**src/rtl/vip_pkg.sv**
```systemverilog
`timescale 1ns / 1ps
`default_nettype none
package vip_pkg;

	localparam int FRAC_BITS = 14;

	// operand and unit widths
	localparam int OPD_W  = 18;
	localparam int PROD_W = 2 * OPD_W;
	localparam int DEN_W  = 22;
	localparam int NUM_W  = 34;
	localparam int DMAG_W = DEN_W - 1;
	localparam int RAD_W  = 34;
	localparam int ROOT_W = RAD_W / 2;
	localparam int SREM_W = ROOT_W + 3;
	localparam int OUT_W  = 24;
	localparam int ITER_STAGES = NUM_W / 2;

	localparam logic signed [OPD_W-1:0] FIX_ONE  = OPD_W'(1 << FRAC_BITS);
	localparam logic signed [OPD_W-1:0] EVI_GAIN = OPD_W'(5 << FRAC_BITS);
	localparam logic signed [DEN_W-1:0] EVI_BIAS = DEN_W'(2 << FRAC_BITS);

	localparam logic [2:0] MODE_SAVI   = 3'd0;
	localparam logic [2:0] MODE_EVI    = 3'd1;
	localparam logic [2:0] MODE_MSAVI2 = 3'd2;
	localparam logic [2:0] MODE_GNDVI  = 3'd3;
	localparam logic [2:0] MODE_NDWI   = 3'd4;

	localparam logic [1:0] REG_MODE   = 2'd0;
	localparam logic [1:0] REG_SOIL   = 2'd1;
	localparam logic [1:0] REG_ND_EN  = 2'd2;
	localparam logic [1:0] REG_ND_VAL = 2'd3;

	// per-word control that rides along the iteration pipeline
	typedef struct packed {
		logic                    nod;
		logic                    deg;
		logic                    dsign;
		logic [2:0]              mode;
		logic signed [OPD_W-1:0] inner;
		logic [OUT_W-1:0]        nod_val;
	} vip_side_t;

endpackage
`default_nettype wire

```
**src/rtl/vip_divsqrt.sv**
```systemverilog
`timescale 1ns / 1ps
`default_nettype none
module vip_divsqrt (
	input  wire logic                            clk,
	input  wire logic                            arst_n,
	input  wire logic                            in_valid,
	output logic                                 ready,
	input  wire vip_pkg::vip_side_t              in_side,
	input  wire logic [vip_pkg::NUM_W-1:0]       in_num,
	input  wire logic [vip_pkg::DMAG_W-1:0]      in_den,
	input  wire logic [vip_pkg::RAD_W-1:0]       in_rad,
	output logic                                 out_valid,
	input  wire logic                            out_adv,
	output vip_pkg::vip_side_t                   out_side,
	output logic [vip_pkg::NUM_W-1:0]            out_quo,
	output logic [vip_pkg::ROOT_W-1:0]           out_root
);

	localparam int N = vip_pkg::ITER_STAGES;

	logic                          v_s    [N];
	vip_pkg::vip_side_t            side_s [N];
	logic [vip_pkg::NUM_W-1:0]     num_s  [N];
	logic [vip_pkg::DMAG_W-1:0]    drem_s [N];
	logic [vip_pkg::DMAG_W-1:0]    den_s  [N];
	logic [vip_pkg::RAD_W-1:0]     rad_s  [N];
	logic [vip_pkg::SREM_W-1:0]    srem_s [N];
	logic [vip_pkg::ROOT_W-1:0]    root_s [N];
	logic [N:0]                    adv;

	// one restoring division step: shift in a numerator bit, subtract if it fits
	function automatic logic [vip_pkg::DMAG_W+vip_pkg::NUM_W-1:0] div_step(
		input logic [vip_pkg::DMAG_W-1:0] rem,
		input logic [vip_pkg::NUM_W-1:0]  num,
		input logic [vip_pkg::DMAG_W-1:0] den
	);
		logic [vip_pkg::DMAG_W:0]   t;
		logic                       ge;
		logic [vip_pkg::DMAG_W:0]   d;
		t  = {rem, num[vip_pkg::NUM_W-1]};
		ge = t >= {1'b0, den};
		d  = t - {1'b0, den};
		return {ge ? d[vip_pkg::DMAG_W-1:0] : t[vip_pkg::DMAG_W-1:0],
			num[vip_pkg::NUM_W-2:0], ge};
	endfunction

	// one digit of the bitwise square root
	function automatic logic [vip_pkg::SREM_W+vip_pkg::ROOT_W-1:0] sqrt_step(
		input logic [vip_pkg::SREM_W-1:0] rem,
		input logic [vip_pkg::ROOT_W-1:0] root,
		input logic [vip_pkg::RAD_W-1:0]  rad
	);
		logic [vip_pkg::SREM_W-1:0] t;
		logic [vip_pkg::SREM_W-1:0] trial;
		logic                       ge;
		t     = {rem[vip_pkg::SREM_W-3:0], rad[vip_pkg::RAD_W-1 -: 2]};
		trial = {1'b0, root, 2'b01};
		ge    = t >= trial;
		return {ge ? t - trial : t, root[vip_pkg::ROOT_W-2:0], ge};
	endfunction

	assign adv[N] = out_adv;
	assign ready  = adv[0];

	for (genvar k = 0; k < N; k++) begin : g_stage
		logic                       pv;
		vip_pkg::vip_side_t         pside;
		logic [vip_pkg::NUM_W-1:0]  pnum;
		logic [vip_pkg::DMAG_W-1:0] prem;
		logic [vip_pkg::DMAG_W-1:0] pden;
		logic [vip_pkg::RAD_W-1:0]  prad;
		logic [vip_pkg::SREM_W-1:0] psrem;
		logic [vip_pkg::ROOT_W-1:0] proot;
		logic [vip_pkg::DMAG_W+vip_pkg::NUM_W-1:0] d1, d2;
		logic [vip_pkg::SREM_W+vip_pkg::ROOT_W-1:0] sq;

		if (k == 0) begin : g_first
			assign pv    = in_valid;
			assign pside = in_side;
			assign pnum  = in_num;
			assign prem  = '0;
			assign pden  = in_den;
			assign prad  = in_rad;
			assign psrem = '0;
			assign proot = '0;
		end else begin : g_next
			assign pv    = v_s[k-1];
			assign pside = side_s[k-1];
			assign pnum  = num_s[k-1];
			assign prem  = drem_s[k-1];
			assign pden  = den_s[k-1];
			assign prad  = rad_s[k-1];
			assign psrem = srem_s[k-1];
			assign proot = root_s[k-1];
		end

		assign d1 = div_step(prem, pnum, pden);
		assign d2 = div_step(d1[vip_pkg::DMAG_W+vip_pkg::NUM_W-1 -: vip_pkg::DMAG_W],
			d1[vip_pkg::NUM_W-1:0], pden);
		assign sq = sqrt_step(psrem, proot, prad);

		// a stage takes new data when empty or when the next one moves
		assign adv[k] = !v_s[k] || adv[k+1];

		always_ff @(posedge clk or negedge arst_n) begin
			if (!arst_n) begin
				v_s[k] <= 1'b0;
			end else if (adv[k]) begin
				v_s[k] <= pv;
			end
		end

		always_ff @(posedge clk) begin
			if (adv[k]) begin
				side_s[k] <= pside;
				num_s[k]  <= d2[vip_pkg::NUM_W-1:0];
				drem_s[k] <= d2[vip_pkg::DMAG_W+vip_pkg::NUM_W-1 -: vip_pkg::DMAG_W];
				den_s[k]  <= pden;
				rad_s[k]  <= {prad[vip_pkg::RAD_W-3:0], 2'b00};
				srem_s[k] <= sq[vip_pkg::SREM_W+vip_pkg::ROOT_W-1 -: vip_pkg::SREM_W];
				root_s[k] <= sq[vip_pkg::ROOT_W-1:0];
			end
		end
	end

	assign out_valid = v_s[N-1];
	assign out_side  = side_s[N-1];
	assign out_quo   = num_s[N-1];
	assign out_root  = root_s[N-1];

endmodule
`default_nettype wire

```
**config.mk**
```make
export PLATFORM = sky130hd
export DESIGN_NAME = vip_divsqrt
export DESIGN_NICKNAME = d
export VERILOG_FILES = /design/src/rtl/vip_pkg.sv /design/src/rtl/vip_divsqrt.sv
export SDC_FILE = /design/constraint.sdc
export NUM_CORES = 2
export LEC_CHECK = 0
export BUFFER_PORTS_ARGS = -buffer_cell sky130_fd_sc_hd__buf_2
export CAP_MARGIN = 20
export CORE_ASPECT_RATIO = 2
export CORE_UTILIZATION = 48
export DETAILED_ROUTE_END_ITERATION = 8
export GPL_ROUTABILITY_DRIVEN = 0
export PLACE_DENSITY = 0.72
export SETUP_SLACK_MARGIN = 0.3
export SLEW_MARGIN = 0
export SYNTH_ARGS = -nofsm -noshare
export SYNTH_HDL_FRONTEND = slang
export SYNTH_SLANG_ARGS = --single-unit
```
**constraint.sdc**
```tcl
create_clock -name clk -period 32.3 [get_ports clk]
set_clock_uncertainty 0.2 [all_clocks]
set_input_delay 4.845 -clock clk [delete_from_list [all_inputs] [get_ports clk]]
set_output_delay 4.845 -clock clk [all_outputs]
set_load 0.05 [all_outputs]
```
* Word-level counts from Yosys, hierarchy flattened
Memories as Yosys holds them, arrays and structs flattened.
Index checks and enable logic that the tools add are counted.
Widths: inputs -> output; s select.
** Word-level totals
- Bits in registers :: 17
- Memory bits (writable) :: 3281
- Memories kept :: 7
** Memories
- side_s :: depth 17, bits a word 48, read ports 17, clocked after memory_dff 0, write ports 17, RTL line vip_divsqrt.sv:22 : vip_pkg::vip_side_t side_s [N];
- num_s :: depth 17, bits a word 34, read ports 17, clocked after memory_dff 0, write ports 17, RTL line vip_divsqrt.sv:23 : logic [vip_pkg::NUM_W-1:0] num_s [N];
- rad_s :: depth 17, bits a word 32, read ports 16, clocked after memory_dff 0, write ports 17, RTL line vip_divsqrt.sv:26 : logic [vip_pkg::RAD_W-1:0] rad_s [N];
- den_s :: depth 17, bits a word 21, read ports 16, clocked after memory_dff 0, write ports 17, RTL line vip_divsqrt.sv:25 : logic [vip_pkg::DMAG_W-1:0] den_s [N];
- drem_s :: depth 17, bits a word 21, read ports 16, clocked after memory_dff 0, write ports 17, RTL line vip_divsqrt.sv:24 : logic [vip_pkg::DMAG_W-1:0] drem_s [N];
- srem_s :: depth 17, bits a word 20, read ports 16, clocked after memory_dff 0, write ports 17, RTL line vip_divsqrt.sv:27 : logic [vip_pkg::SREM_W-1:0] srem_s [N];
- +1 memories
** Cells by class
- Add/sub/neg operators :: 51
- $lt $le $gt $ge :: 51
- Mux-type cells :: 85
- Reduce and logical (&&, ||, !) cells :: 34
** Operators with widths (count)
- $ge 22x21->1 :: 33
- $mux 21 :: 34
- $sub 21x21->21 :: 33
- $mux 20 :: 17
- $ge 20x19->1 :: 16
- $sub 20x19->20 :: 16
- $mux 1 :: 34
- $ge 1x21->1 :: 1
- $sub 1x21->21 :: 1
- $logic_not 1->1 :: 17
- $logic_or 1x1->1 :: 17
- $sub 2x1->3 const B :: 1
- $ge 2x1->1 const B :: 1

* Logic depth before layout (Yosys ltp)
- Depth after elaboration :: 20
- Depth in mapped cells :: 27
- Gate-level depth less buffers :: 25

* Worst setup path after synthesis
No wires, ideal clock.
- Path kind :: in2out
- From :: input port out_adv
- To :: output port ready
- Arrival :: 22.341 ns
- Required time :: 27.255 ns
- Slack :: 4.914 ns
- Stages :: 8
- Path buffers :: 0
- Cells stage by stage :: nor2b_1 > nand2_1 > nor2_1 > nand2_1 > nor3_1 > nand3_1 > nor2_1 > nand3_1
** On the way
- Longest elaborated chain between the ends :: 17
** RTL lines
- start: declaration :: RTL line vip_divsqrt.sv:13 : input wire logic out_adv,
- $logic_or 1x1->1 (2 in series) :: RTL line vip_divsqrt.sv:103 : assign adv[k] = !v_s[k] || adv[k+1];
- named net adv[15] :: RTL line vip_divsqrt.sv:29 : logic [N:0] adv;
- $logic_or 1x1->1 (4 in series) :: RTL line vip_divsqrt.sv:103
- named net adv[11] :: RTL line vip_divsqrt.sv:29
- $logic_or 1x1->1 (8 in series) :: RTL line vip_divsqrt.sv:103
- named net adv[3] :: RTL line vip_divsqrt.sv:29
- $logic_or 1x1->1 (3 in series) :: RTL line vip_divsqrt.sv:103
- end: declaration :: RTL line vip_divsqrt.sv:7 : output logic ready,
The timed path passes the listed nets, and every way through them passes these cells.

* Worst setup path in the final report
Same ends and word-level chain as after synthesis.

==> reports/metrics.cfg <==
[outcome]
status = finished, final reports clean

[setup_path]
timing.rr.end = drem_s[0][216]
path_class = in -> out
cp.arrival_ns = 9.90
crit_required_ns = 27.25
r2r_cells = 25
cpLargestDelayFamily = simple AND/OR/NAND/NOR gates
critPathSlowestCell = nor2_1
critical_path.max_stage_delay_ns = 0.71
cp-end-kind = primary output
reg2reg_from = num_s[1][67]
worst-path-buf-inv = 3
crit_chain = buf_2 -> nor2b_1 -> nand2_4 -> nor2_1 -> nand2_4 -> nor3_1 -> buf_4 -> nand3_4 -> nor2_1 -> nand3_4 -> buf_2
crit_fanout = 48
reg2reg_slack_ns = 24.05
start_kind = input pin

[die]
core_area_sq_um = 276000
die_h_microns = 747
num_io_pins = 242
die-width_microns = 375
rows = 273
start_util_pct = 48.2
die-area_sq_um = 280000

[clock_tree]
cts_buffers = 240
post_cts_buffers = 0
h-tree-depth = 4
root_buffer = clkbuf_16
clk_pin_slew_ns = 0.06
cts_resized = 0
cts_tree = yes
ctsHoldBuffers = 0
clk_path_buf_depth = 4
clock_sinks = 2776
clock_latency_ns = 0.92

[timing]
max_clock_freq_mhz = 66.9
setup_tns_ns = 0
min_period_ns = 14.94
worst_slew_pin_slew_ns = 1.27
rsz0062_at_grt = false
finalHoldViolations = 0
finalSetupViolCount = 0
slew_headroom_pct = 14.8
drv_slew = 0
setup_ws_ns = 17.36
fin_crit_sh_pct = 46.3

[global_route]
grt_pass1_vias = 82900
track_usage_pct = 19.5
grt.overflow.total = 0
antenna_found_initial = 10
grt_max_degree = 126
grt_pass1_wl_microns = 431000

[flow_run]
drv_cap = 0

[pwr]
intPower_mw = 9.85
p_sw_mw = 5.38
powerDensity_nw_per_um2 = 103
power_frac_comb_pct = 44.8
p_leak_nw = 59.7
p_seq_share_pct = 35.8
fin_total_pwr_mw = 15.2
vdd_drop_max_uv = 77.0
swShare_pct = 35.3
p_clk_share_pct = 19.4

[hold_path]
min_to = num_s[1][43]
hold_path_class = reg -> reg
holdPathStages = 0
hp-start = num_s[1][7]

[final_layout]
layout.nets = 11400
area_delta_synth_final_pct = 10.5
final_cell_mix = 2759 x edfxtp_1, 866 x ha_1, 766 x inv_1
layout-drive-gt1-share_pct = 11.7
register_area_sq_um = 83300
fill_cells = 22100
fin_cells = 14100
multiInputGateArea_sq_um = 46700
design_area_sq_um = 147000
final_common_cell = edfxtp_1

[routing]
ant_nets = 0
route.vias.total = 78400
vias_per_cell = 5.56
drt_wl_total_microns = 277000
drtIter0Drc = 3747
post_drt_wl_per_cell_microns = 19.7
dr.pass1.iters = 5
drc = 0

[placed_design]
dpl.hpwl_microns = 213000
place_inst = 13700
place.port_buffers = 241
placed_cell_area_sq_um = 139000
post-place-ws_ns = 17.17

[synthesis]
synth_seq_cells = 2776
async_reset_ff_share_pct = 0.612
ys_warn_count = 0
syn_nets = 10900
synth-seq-area-share_pct = 62.5
synth_cell_types = 104
syn-instance-count = 9885
avgSynthCellArea_sq_um = 13.5
synth_edf_count = 2759
ys.flop_type = edfxtp_1
syn_area_sq_um = 133000

## layout make-up
| class | instances | area share [%] |
|---|---|---|
| Sequential cell | 2776 | 56.5 |
| Multi-Input combinational cell | 6219 | 31.7 |
| Clock buffer | 271 | 4.17 |
| Tap cell | 3575 | 3.04 |
| Inverter | 774 | 1.99 |
| Clock inverter | 164 | 1.33 |
| Timing Repair Buffer | 314 | 1.22 |
| Antenna cell | 2 | 0.00340 |
## kinds of logic (layout without fill, tap and decap cells)
kind of cell	after synthesis	after routing	share of synthesized area [%]
multiplexers	494	494	4.21
XOR/XNOR	733	733	4.82
flip-flops	2776	2776	62.5
buffers and inverters	890	1523	2.59
other	1	3	0.00281
AO/OA/AOI/OAI	2065	2065	9.90
AND/OR/NAND/NOR	2028	2028	7.36
adder cells (fa/ha/maj)	898	898	8.61
## routing by layer
layer / routed length (microns) / up-vias / global-route usage [%]
li1: - / 37900 / -
met1: 89800 / 37800 / 17.0
met2: 153000 / 1758 / 38.6
met3: 9320 / 891 / 2.69
met4: 24600 / 6 / 15.4
met5: 45 / - / 0
## per-stage QoR
stage,util [%],hold WS (ns)
final,53.3,0.171
after global routing,53.3,0.169
after CTS,53.3,0.170
after detailed placement,50.3,0.205
after global placement,50.3,0.200
after floorplan,-,0.200
## how the worst max path moves through the flow
stage | to | cells after the start | from
after detailed placement | ready | 11 | out_adv
final | ready | 11 | out_adv
after global placement | ready | 11 | out_adv
after global routing | ready | 11 | out_adv
after CTS | ready | 11 | out_adv
after floorplan | ready | 8 | out_adv
## state kept, by name, indices dropped and copies added, names as in the netlist
register and count:
side_s 816, rad_s 272, drem_s 336, den_s 336
root_s 153, num_s 578, g_stage.pv 16, out_valid 1
srem_s 268
## synth_stat cells (all sizes together), types with 16 or more instances
cell type  count  area [sq um]
inv          774          2910
nand3        138           691
o21a         143          1070
a21oi        647          3250
o21ai        462          2310
o211ai        38           285
edfxtp      2759         82800
a2111oi       20           258
mux2         455          5220
nand2b       107           669
xor2         254          2220
a21boi        41           308
or4           19           143
mux2i         39           390
nand2        466          1750
buf           47           289
ha           866         10800
clkbuf        69           259
a211oi        54           425
and3          47           294
o2111ai       16           140
a21o         255          1910
nor4          72           450
or2           35           219
o41ai         23           209
nor2b        104           651
dfrtp         17           425
xnor2        479          4200
or3           48           300
a31oi         58           369
o21bai        79           593
o31a          23           210
o31ai         52           395
nand4        118           738
nor2         597          2240
nor3         182           916
and2          25           156
fa            32           641
## power by group through the flow
stage                     combinational, mW  clock, mW  sequential [mW]
after floorplan                        5.24          0             5.48
after global routing                   7.44       3.16             5.52
after CTS                              6.76       3.03             5.45
final                                  6.82       2.96             5.45
after global placement                 6.42          0             5.50
after detailed placement               6.70          0             5.53
## worst reg2reg max path: cells and delay by family, from the launching register on
family / cells / cell delay [ns]
AOI/OAI and AO/OA: 14 / 4.33
adders and majority gates: 3 / 0.93
buffers and inverters: 4 / 0.87
muxes: 2 / 0.87
and+or+nand+nor: 2 / 0.46
DFF: 1 / 0.36
(Power assumes the default switching activity.)
